File: config.mk
export PLATFORM = sky130hd
export DESIGN_NAME = floor_table_engine
export DESIGN_NICKNAME = d
export VERILOG_FILES = /design/src/sv/fte_pkg.sv /design/src/sv/fte_mem.sv /design/src/sv/fte_ctrl.sv /design/src/sv/floor_table_engine.sv
export SDC_FILE = /design/constraint.sdc
export NUM_CORES = 2
export LEC_CHECK = 0
export BUFFER_PORTS_ARGS = -buffer_cell sky130_fd_sc_hd__buf_2
export CORE_UTILIZATION = 55
export CTS_BUF_LIST = sky130_fd_sc_hd__clkbuf_16
export CTS_CLUSTER_SIZE = 28
export DETAILED_ROUTE_END_ITERATION = 7
export GPL_ROUTABILITY_DRIVEN = 1
export HOLD_SLACK_MARGIN = 0.08
export PLACE_DENSITY = 0.71
export SKIP_LAST_GASP = 1
export SYNTH_ARGS = -nofsm -noshare
export SYNTH_HDL_FRONTEND = slang
export SYNTH_SLANG_ARGS = --single-unit
File: constraint.sdc
create_clock -name clk -period 14.27 [get_ports clk]
set_clock_uncertainty 0.15 [all_clocks]
set_input_delay 0 -clock clk [delete_from_list [all_inputs] [get_ports clk]]
set_output_delay 0 -clock clk [all_outputs]
set_load 0.02 [all_outputs]
File: src/sv/fte_pkg.sv
// Package for the floor table engine: command codes, entry layout, sequencer
// states and fixed constants. No dependencies.
`default_nettype none

package fte_pkg;

  localparam int MAX_ENTRIES_DEF = 32;
  localparam int CAP_RESET       = 32;

  localparam int ID_W    = 16;
  localparam int STATE_W = 2;
  localparam int LIMIT_W = 16;
  localparam int VALUE_W = 16;
  localparam int CFG_W   = 6;

  localparam logic [STATE_W-1:0] ST_WAITING = 2'd0;
  localparam logic [STATE_W-1:0] ST_INVALID = 2'd3;
  localparam logic [LIMIT_W-1:0] INIT_LIMIT = 16'd2;
  localparam logic [LIMIT_W-1:0] LIMIT_MAX  = 16'hFFFF;

  typedef enum logic [3:0] {
    CMD_INSERT     = 4'd0,
    CMD_DELETE     = 4'd1,
    CMD_EXISTS     = 4'd2,
    CMD_SET_CHAIR  = 4'd3,
    CMD_GET_LIMIT  = 4'd4,
    CMD_SET_LIMIT  = 4'd5,
    CMD_SET_STATE  = 4'd6,
    CMD_GET_STATE  = 4'd7,
    CMD_POSITION   = 4'd8,
    CMD_GET_CHAIR  = 4'd9,
    CMD_CHAIR_USED = 4'd10,
    CMD_CLEAN      = 4'd11
  } cmd_t;

  typedef struct packed {
    logic [ID_W-1:0]    floor;
    logic [ID_W-1:0]    chair;
    logic [STATE_W-1:0] state;
    logic [LIMIT_W-1:0] limit;
  } entry_t;

  typedef enum logic [1:0] {
    SEQ_IDLE,
    SEQ_SCAN,
    SEQ_DECIDE,
    SEQ_SHIFT
  } seq_state_t;

endpackage

`default_nettype wire

File: src/sv/fte_mem.sv
// Entry memory of the floor table engine: one write port, one read port with
// registered read data. Depends on fte_pkg for the entry layout.
`default_nettype none

module fte_mem #(
  parameter int  MAX_ENTRIES = fte_pkg::MAX_ENTRIES_DEF,
  localparam int AW          = (MAX_ENTRIES > 1) ? $clog2(MAX_ENTRIES) : 1
) (
  input  wire logic             clk,
  input  wire logic             we,
  input  wire logic [AW-1:0]    waddr,
  input  wire fte_pkg::entry_t  wdata,
  input  wire logic             re,
  input  wire logic [AW-1:0]    raddr,
  output fte_pkg::entry_t       rdata
);

  fte_pkg::entry_t mem [MAX_ENTRIES];

  always_ff @(posedge clk) begin
    if (we) begin
      mem[waddr] <= wdata;
    end
  end

  always_ff @(posedge clk) begin
    if (re) begin
      rdata <= mem[raddr];
    end
  end

endmodule

`default_nettype wire

File: src/sv/fte_ctrl.sv
// Command sequencer of the floor table engine: key and chair scans, updates,
// the compacting delete and the result register. Depends on fte_pkg.
`default_nettype none

module fte_ctrl #(
  parameter int  MAX_ENTRIES = fte_pkg::MAX_ENTRIES_DEF,
  localparam int AW          = (MAX_ENTRIES > 1) ? $clog2(MAX_ENTRIES) : 1,
  localparam int CW          = $clog2(MAX_ENTRIES + 1)
) (
  input  wire logic                         clk,
  input  wire logic                         rst,
  input  wire logic                         start,
  output logic                              busy,
  input  wire logic [3:0]                   cmd,
  input  wire logic [fte_pkg::ID_W-1:0]     floor_id,
  input  wire logic [fte_pkg::ID_W-1:0]     chair_id,
  input  wire logic [fte_pkg::LIMIT_W-1:0]  grant_limit,
  input  wire logic [fte_pkg::STATE_W-1:0]  new_state,
  input  wire logic [CW-1:0]                capacity,
  output logic                              empty,
  output logic                              mem_we,
  output logic [AW-1:0]                     mem_waddr,
  output fte_pkg::entry_t                   mem_wdata,
  output logic                              mem_re,
  output logic [AW-1:0]                     mem_raddr,
  input  wire fte_pkg::entry_t              mem_rdata,
  output logic                              done,
  output logic                              error,
  output logic [fte_pkg::VALUE_W-1:0]       value
);

  fte_pkg::seq_state_t state, state_next;

  fte_pkg::cmd_t                    cmd_q;
  logic [fte_pkg::ID_W-1:0]         key_q, chair_q;
  logic [fte_pkg::LIMIT_W-1:0]      lim_q;
  logic [fte_pkg::STATE_W-1:0]      nst_q;
  logic [CW-1:0]                    idx, idx_next;
  logic                             rvalid, rvalid_next;
  logic [AW-1:0]                    ridx, ridx_next;
  logic                             found, found_next;
  logic [AW-1:0]                    pos, pos_next;
  fte_pkg::entry_t                  hit, hit_next;
  logic [CW-1:0]                    count, count_next;
  logic                             done_next, error_next;
  logic [fte_pkg::VALUE_W-1:0]      value_next;

  fte_pkg::cmd_t in_cmd;
  logic          in_keyed, in_ok, in_scan;
  logic          keyed, issue, match;
  logic [CW-1:0] count_inc;

  assign in_cmd   = fte_pkg::cmd_t'(cmd);
  assign in_keyed = in_cmd inside {[fte_pkg::CMD_INSERT:fte_pkg::CMD_GET_CHAIR]};
  assign in_ok    = !(in_keyed && floor_id == '0) &&
                    !(in_cmd == fte_pkg::CMD_SET_STATE && new_state == fte_pkg::ST_INVALID);
  assign in_scan  = in_ok && in_cmd inside {[fte_pkg::CMD_INSERT:fte_pkg::CMD_CHAIR_USED]};

  assign keyed     = cmd_q inside {[fte_pkg::CMD_INSERT:fte_pkg::CMD_GET_CHAIR]};
  assign issue     = (idx < count);
  assign match     = (cmd_q == fte_pkg::CMD_CHAIR_USED) ? (mem_rdata.chair == chair_q)
                                                        : (mem_rdata.floor == key_q);
  assign count_inc = CW'(count + 1'b1);
  assign busy      = (state != fte_pkg::SEQ_IDLE);
  assign empty     = (count == '0);

  always_comb begin
    state_next = state;
    case (state)
      fte_pkg::SEQ_IDLE: begin
        if (start) begin
          state_next = in_scan ? fte_pkg::SEQ_SCAN : fte_pkg::SEQ_DECIDE;
        end
      end
      fte_pkg::SEQ_SCAN: begin
        if ((rvalid && match) || (!issue && !rvalid)) begin
          state_next = fte_pkg::SEQ_DECIDE;
        end
      end
      fte_pkg::SEQ_DECIDE: begin
        if (cmd_q == fte_pkg::CMD_DELETE && found) begin
          state_next = fte_pkg::SEQ_SHIFT;
        end else begin
          state_next = fte_pkg::SEQ_IDLE;
        end
      end
      fte_pkg::SEQ_SHIFT: begin
        if (!issue && !rvalid) begin
          state_next = fte_pkg::SEQ_IDLE;
        end
      end
      default: state_next = fte_pkg::SEQ_IDLE;
    endcase
  end

  always_comb begin
    idx_next    = idx;
    rvalid_next = 1'b0;
    ridx_next   = ridx;
    found_next  = found;
    pos_next    = pos;
    hit_next    = hit;
    count_next  = count;
    done_next   = 1'b0;
    error_next  = 1'b0;
    value_next  = '0;
    mem_we      = 1'b0;
    mem_waddr   = '0;
    mem_wdata   = hit;
    mem_re      = 1'b0;
    mem_raddr   = idx[AW-1:0];

    case (state)
      fte_pkg::SEQ_IDLE: begin
        idx_next   = '0;
        found_next = 1'b0;
      end

      // Reads go out one per cycle; each compare looks at the word read the
      // cycle before.
      fte_pkg::SEQ_SCAN: begin
        mem_re      = issue;
        rvalid_next = issue;
        if (issue) begin
          idx_next  = CW'(idx + 1'b1);
          ridx_next = idx[AW-1:0];
        end
        if (rvalid && match) begin
          found_next = 1'b1;
          pos_next   = ridx;
          hit_next   = mem_rdata;
        end
      end

      fte_pkg::SEQ_DECIDE: begin
        done_next = 1'b1;
        if (keyed && key_q == '0) begin
          error_next = 1'b1;
        end else if (cmd_q == fte_pkg::CMD_SET_STATE && nst_q == fte_pkg::ST_INVALID) begin
          error_next = 1'b1;
        end else if (cmd_q == fte_pkg::CMD_INSERT) begin
          if (found || count >= capacity || count >= CW'(MAX_ENTRIES)) begin
            error_next = 1'b1;
          end else begin
            mem_we          = 1'b1;
            mem_waddr       = count[AW-1:0];
            mem_wdata.floor = key_q;
            mem_wdata.chair = chair_q;
            mem_wdata.state = fte_pkg::ST_WAITING;
            mem_wdata.limit = fte_pkg::INIT_LIMIT;
            count_next      = count_inc;
            value_next      = fte_pkg::VALUE_W'(count_inc);
          end
        end else if ((keyed || cmd_q == fte_pkg::CMD_CHAIR_USED) && !found) begin
          error_next = 1'b1;
        end else begin
          mem_waddr = pos;
          case (cmd_q)
            fte_pkg::CMD_DELETE: begin
              // The result follows once the later entries have moved down.
              done_next = 1'b0;
              idx_next  = CW'(CW'(pos) + 1'b1);
            end
            fte_pkg::CMD_SET_CHAIR: begin
              mem_we          = 1'b1;
              mem_wdata.chair = chair_q;
            end
            fte_pkg::CMD_GET_LIMIT: value_next = hit.limit;
            fte_pkg::CMD_SET_LIMIT: begin
              mem_we = 1'b1;
              if (lim_q == '0 || lim_q == fte_pkg::LIMIT_MAX) begin
                mem_wdata.limit = fte_pkg::LIMIT_MAX;
              end else begin
                mem_wdata.limit = fte_pkg::LIMIT_W'(lim_q + 1'b1);
              end
            end
            fte_pkg::CMD_SET_STATE: begin
              mem_we          = 1'b1;
              mem_wdata.state = nst_q;
            end
            fte_pkg::CMD_GET_STATE: value_next = fte_pkg::VALUE_W'(hit.state);
            fte_pkg::CMD_POSITION:  value_next = fte_pkg::VALUE_W'(pos);
            fte_pkg::CMD_GET_CHAIR: value_next = hit.chair;
            fte_pkg::CMD_CLEAN:     count_next = '0;
            default: ;
          endcase
        end
      end

      // Entry i is read while entry i-1 is written back one place lower, so
      // a read never meets a pending write to the same address.
      fte_pkg::SEQ_SHIFT: begin
        mem_re      = issue;
        rvalid_next = issue;
        if (issue) begin
          idx_next  = CW'(idx + 1'b1);
          ridx_next = idx[AW-1:0];
        end
        if (rvalid) begin
          mem_we    = 1'b1;
          mem_waddr = AW'(ridx - 1'b1);
          mem_wdata = mem_rdata;
        end
        if (!issue && !rvalid) begin
          done_next  = 1'b1;
          count_next = CW'(count - 1'b1);
          value_next = fte_pkg::VALUE_W'(CW'(count - 1'b1));
        end
      end

      default: ;
    endcase
  end

  always_ff @(posedge clk) begin
    if (rst) begin
      state  <= fte_pkg::SEQ_IDLE;
      count  <= '0;
      idx    <= '0;
      rvalid <= 1'b0;
      found  <= 1'b0;
      done   <= 1'b0;
      error  <= 1'b0;
      value  <= '0;
    end else begin
      state  <= state_next;
      count  <= count_next;
      idx    <= idx_next;
      rvalid <= rvalid_next;
      found  <= found_next;
      done   <= done_next;
      error  <= error_next;
      value  <= value_next;
    end
  end

  always_ff @(posedge clk) begin
    if (state == fte_pkg::SEQ_IDLE && start) begin
      cmd_q   <= in_cmd;
      key_q   <= floor_id;
      chair_q <= chair_id;
      lim_q   <= grant_limit;
      nst_q   <= new_state;
    end
    ridx <= ridx_next;
    pos  <= pos_next;
    hit  <= hit_next;
  end

  a_done_source: assert property (@(posedge clk) disable iff (rst)
    done |-> ($past(state) == fte_pkg::SEQ_DECIDE || $past(state) == fte_pkg::SEQ_SHIFT))
    else $error("result strobe without a finishing sequencer step");

  a_count_bound: assert property (@(posedge clk) disable iff (rst)
    count <= CW'(MAX_ENTRIES))
    else $error("entry count beyond table depth");

  a_write_phase: assert property (@(posedge clk) disable iff (rst)
    mem_we |-> (state == fte_pkg::SEQ_DECIDE || state == fte_pkg::SEQ_SHIFT))
    else $error("memory write during a scan or while idle");

  a_error_value: assert property (@(posedge clk) disable iff (rst)
    (done && error) |-> (value == '0))
    else $error("error result carries a nonzero value");

  a_scan_hit: assert property (@(posedge clk) disable iff (rst)
    (state == fte_pkg::SEQ_SCAN && rvalid && match) |=> found)
    else $error("scan match not recorded");

endmodule

`default_nettype wire

File: src/sv/floor_table_engine.sv
// Top level of the floor table engine: capacity register, entry memory and
// command sequencer. Depends on fte_pkg, fte_mem and fte_ctrl.
//
//   Channel   Handshake                 Payload
//   command   start / busy              cmd, floor_id, chair_id, grant_limit, new_state
//   result    done (one-cycle strobe)   error, value
//   config    cfg_we                    cfg_data (capacity)
//
// A command is taken when start is high and busy is low; its result appears
// on done in the same cycle that busy falls.
// Key and chair searches read one stored entry per cycle and stop at the first
// match or after the last used entry.
// Delete adds a shift pass that moves each later entry down one place,
// also when the last entry goes and nothing is left to move.
// Commands with a bad key or state, clean and unknown codes skip the scan.
// Reset clears the count and sets capacity; the memory needs no clearing.
// The result side cannot stall; each result must be taken in its cycle.
`default_nettype none

module floor_table_engine #(
  parameter int MAX_ENTRIES = fte_pkg::MAX_ENTRIES_DEF
) (
  input  wire logic                         clk,
  input  wire logic                         rst,
  input  wire logic                         start,
  output logic                              busy,
  input  wire logic [3:0]                   cmd,
  input  wire logic [fte_pkg::ID_W-1:0]     floor_id,
  input  wire logic [fte_pkg::ID_W-1:0]     chair_id,
  input  wire logic [fte_pkg::LIMIT_W-1:0]  grant_limit,
  input  wire logic [fte_pkg::STATE_W-1:0]  new_state,
  input  wire logic                         cfg_we,
  input  wire logic [fte_pkg::CFG_W-1:0]    cfg_data,
  output logic                              done,
  output logic                              error,
  output logic [fte_pkg::VALUE_W-1:0]       value
);

  localparam int AW      = (MAX_ENTRIES > 1) ? $clog2(MAX_ENTRIES) : 1;
  localparam int CW      = $clog2(MAX_ENTRIES + 1);
  localparam int CAP_RST = (fte_pkg::CAP_RESET > MAX_ENTRIES) ? MAX_ENTRIES
                                                              : fte_pkg::CAP_RESET;

  logic [CW-1:0]   capacity, cap_clamped;
  logic            empty;
  logic            mem_we, mem_re;
  logic [AW-1:0]   mem_waddr, mem_raddr;
  fte_pkg::entry_t mem_wdata, mem_rdata;

  always_comb begin
    if (cfg_data == '0) begin
      cap_clamped = CW'(1);
    end else if (int'(cfg_data) > MAX_ENTRIES) begin
      cap_clamped = CW'(MAX_ENTRIES);
    end else begin
      cap_clamped = CW'(cfg_data);
    end
  end

  // Capacity only changes while the table is empty.
  always_ff @(posedge clk) begin
    if (rst) begin
      capacity <= CW'(CAP_RST);
    end else if (cfg_we && empty) begin
      capacity <= cap_clamped;
    end
  end

  fte_mem #(
    .MAX_ENTRIES(MAX_ENTRIES)
  ) u_mem (
    .clk   (clk),
    .we    (mem_we),
    .waddr (mem_waddr),
    .wdata (mem_wdata),
    .re    (mem_re),
    .raddr (mem_raddr),
    .rdata (mem_rdata)
  );

  fte_ctrl #(
    .MAX_ENTRIES(MAX_ENTRIES)
  ) u_ctrl (
    .clk         (clk),
    .rst         (rst),
    .start       (start),
    .busy        (busy),
    .cmd         (cmd),
    .floor_id    (floor_id),
    .chair_id    (chair_id),
    .grant_limit (grant_limit),
    .new_state   (new_state),
    .capacity    (capacity),
    .empty       (empty),
    .mem_we      (mem_we),
    .mem_waddr   (mem_waddr),
    .mem_wdata   (mem_wdata),
    .mem_re      (mem_re),
    .mem_raddr   (mem_raddr),
    .mem_rdata   (mem_rdata),
    .done        (done),
    .error       (error),
    .value       (value)
  );

endmodule

`default_nettype wire
==> summary.md <==
| Metric | Value |
|---|---|
| Min-delay src | floor_id[2] |
| Detailed placement HPWL | approximately 100 mm |
| Final Setup Violations | 0 |
| Seq pwr share | 52.0% |
| Num rows | 130 |
| Fin crit period | 5.03 ns |
| Hold depth | 7 |
| Async SR Flop Fraction | 0% |
| Least-Margin Pin Slew | 1.27 ns |
| Crit-path most repeated cell | buf_4 |
| Nets | approximately 3500 |
| Clock network power share | between 40% and 50% |
| Synth warn | 0 |
| Die width | approximately 360 um |
| Via count | around 36000 |
| Pre-CTS setup slack | 9.24 ns |
| Post-synth cell types | slightly above 70 |
| Hold worst-path end | u_ctrl.state[1] |
| P per Cell Area | ~140 mW/mm2 |
| Syn_area_per_cell | 22.6 um2 |
| Psw | around 0.0025 W |
| Number of synthesized flops with an enable pin | 1764 |
| FF-to-FF setup slack | 9.24 ns |
| Max stage delay on crit path | between 0.7 and 0.8 ns |
| WS Path Type | flip-flop to flip-flop |
| Largest net degree at the start of global routing | ~160 |
| DRT iter0 DRCs | about 4800 |
| Reg clk slew, reported paths | around 0.060 ns |
| Antenna Nets Post-Route | 0 |
| P&R area growth vs syn | 14.2% |
| Syn nets | between 3000 and 4000 |
| Vias per inst | around 6.8 |
| Clock sinks | approximately 1800 |
| Die area | roughly 0.13 mm2 |
| Gr ovfl total | 0 |
| Reg2Reg Depth | 8 |
| Final cycle utilization of the critical path | between 30% and 40% |
| Area post-placement | 0.0731 mm2 |
| CP arrival | roughly 5.3 ns |
| # DRC | 0 |
| Register bit total from synthesis | about 1800 |
| MaxCap Viol Count | 0 |
| Final Hold Vio Count | 0 |
| Final setup TNS | 0 ns |
| IO buf count | 82 |
| Wirelength per Cell | ~34 um |
| Dominant synthesized flop cell | edfxtp_1 |
| Vias in the first global route | approximately 35000 |
| Critical register-to-register path startpoint | u_ctrl.key_q[4] |
| Crit-path max FO | 27 |
| Register area share after synthesis | around three quarters |
| Initial antenna violation count | 10 |
| Sw frac | a little over a fifth |
| Cells after synthesis | just over 3000 |
| Gate power share | a little over 7% |
| CTS Root Cell | clkbuf_16 |
| Io pins | 83 |
| Slew margin rel. | around 15% |
| Worst Slack Setup Final | about 9.2 ns |
| DRT Pass-1 Iters | 6 |
| Post-synthesis cell area | around 0.07 mm2 |
| Commonest non-fill, non-tap cell in the layout | edfxtp_1 |
| Layout cell share with drive strength beyond 1 | 29.0% |
| Total track usage | between 20% and 30% |
| Crit path max-delay cell type | a221o_1 |
| First-pass GRT wire length | between 200 and 300 mm |
| Die height | around 360 um |
| CP delay by family, top | simple AND/OR/NAND/NOR gates |
| Int Pwr | a little under 0.009 W |
| Required @ worst endpoint | roughly 15 ns |
| Core region area | 0.126 mm2 |
| RR Endpoint | u_mem.mem[13][47] |
| Status | finished clean |
| CTS tree | yes |
| Cell Chain, Critical Path | nor4_1 > nand4_1 > o21ai_2 > nor2_1 > a221o_1 > nor4_2 > buf_4 > buf_4 |
| Unrepaired setup endpoints after global routing | no |
| CP bufs+invs | 2 |
| Htree depth | 4 |
| Initial Util | 55.7% |
| Final Wtd Congestion | slightly below 0.9 |
| Critical Path Start Type | flip-flop |
| Max VDD drop | between 0.1 and 0.15 mV |
| Clock latency on the worst-skew pair | between 0.8 and 0.9 ns |
| Final wirelength | ~180 mm |
| Max Slew Vio Count | 0 |
| Leak Pwr | ~25 nW |
| Final Util | between 60 and 70% |
| Clock tree buffer depth | 3 |
| F_max | 0.199 GHz |
| Design area | about 0.080 mm2 |
| Critical path endpoint category | flip-flop |
| Fillers | slightly above 8000 |
| Hold Path Class | input port to flip-flop |
| Most frequent cells in the layout | edfxtp_1 (1764), mux4_2 (500), clkbuf_16 (183) |
| TritonCTS Buffers | 178 |
worst max-delay path by stage:
stage,from,end,cells after the start
6_report,u_ctrl.key_q[4],u_mem.mem[13][47],8
3_3_place_gp,u_ctrl.idx[0],u_mem.rdata[14],6
5_1_grt,u_ctrl.idx[0],u_mem.rdata[7],6
4_1_cts,u_ctrl.idx[0],u_mem.rdata[7],6
2_1_floorplan,u_ctrl.count[0],u_mem.mem[29][0],10
3_5_place_dp,u_ctrl.idx[0],u_mem.rdata[7],6
final cells by class:
cell class / count / area, um2 / share of cell area [%]
inverters: 28 / 105 / 0.131
well taps: 1650 / 2060 / 2.57
repair buffers: 305 / 2430 / 3.03
multi-input cells: 1117 / 16000 / 20.0
clock buffers: 183 / 4580 / 5.70
diodes: 2 / 5.00 / 0.00623
clock inverters: 146 / 1270 / 1.58
flip-flops and latches: 1804 / 53800 / 67.0
repair_timing:
item	CTS	global route
gates resized for setup	0	0
hold buffers	135	0
buffers inserted	0	0
hold endpoints to repair	131	0
kinds of logic (layout without fill, tap and decap cells):
kind of cell	after synthesis	in the layout	synth area share, %
AO/OA/AOI/OAI	215	215	2.43
XOR/XNOR	55	55	0.685
adder cells (fa/ha/maj)	17	17	0.302
buffers and inverters	195	662	1.06
flip-flops	1804	1804	76.5
multiplexers	563	563	17.0
other	0	2	0
AND/OR/NAND/NOR	267	267	2.06
cell usage after synthesis, types with 4 or more instances:
library cell	count	area [um2]
edfxtp_1	1764	53000
mux4_2	500	11300
clkbuf_1	123	462
nor2_1	58	218
mux2_2	51	574
nor4_1	50	313
dfxtp_1	40	801
a21oi_1	38	190
buf_1	35	131
a221o_1	34	340
nand2_1	32	120
xor2_1	29	254
inv_1	27	101
nand3_1	26	130
xnor2_1	26	228
and2_1	25	156
a21o_1	19	143
a22oi_1	19	143
a22o_1	18	158
ha_1	17	213
nor3_1	16	80.1
o21ai_0	15	75.1
nand4_1	13	81.3
mux2i_1	12	120
buf_2	9	45.0
nand2b_1	9	56.3
o22ai_1	8	50.1
a211oi_1	7	52.6
nor2b_1	7	43.8
and3_1	6	37.5
or3_1	6	37.5
a211o_1	4	35.0
a222oi_1	4	40.0
nor3b_1	4	30.0
o211a_1	4	40.0
o211ai_1	4	30.0
o21a_1	4	30.0
o2bb2ai_1	4	35.0
or4_1	4	30.0
power by group through the flow:
stage	clock (W)	combinational (W)	sequential, W
3_5_place_dp	0	0.000781	0.00601
2_1_floorplan	0	0.000588	0.00596
6_report	0.00463	0.000813	0.00590
4_1_cts	0.00469	0.000816	0.00590
3_3_place_gp	0	0.000767	0.00601
5_1_grt	0.00490	0.000862	0.00590
routing by layer:
| metal | wire length, um | up-vias | track usage [%] |
|---|---|---|---|
| li1 | - | 14000 | - |
| met1 | 68200 | 18900 | 40.3 |
| met2 | 85400 | 2319 | 43.7 |
| met3 | 21100 | 352 | 7.19 |
| met4 | 4440 | 4 | 7.73 |
| met5 | 27 | - | 0 |
sequential cells by signal (all words and copies together) (netlist names), 6 cells and up:
signal and count:
u_ctrl.value 16, u_ctrl.key_q 16, u_ctrl.idx 6, u_mem.mem 1600
u_ctrl.count 6, u_ctrl.hit 50, u_ctrl.lim_q 16, u_mem.rdata 50
capacity 6, u_ctrl.chair_q 16
worst min-delay path, stage by stage:
cell and delay (ns):
dlygate4sd3_1 0.52, buf_2 0.12, nor4_1 0.05, nand4_1 0.07, o21ai_0 0.15, o211ai_1 0.17, a21oi_1 0.08
per-stage QoR:
stage	hold slack (ns)	power, W	std cells
floorplan	-0.0511	0.00655	3116
global placement	0.0259	0.00678	4769
detailed placement	0.0281	0.00679	4769
CTS	0.198	0.0114	5233
global route	0.281	0.0117	5234
finish	0.286	0.0113	5235
Note: power is estimated with default switching activity, not from simulation.
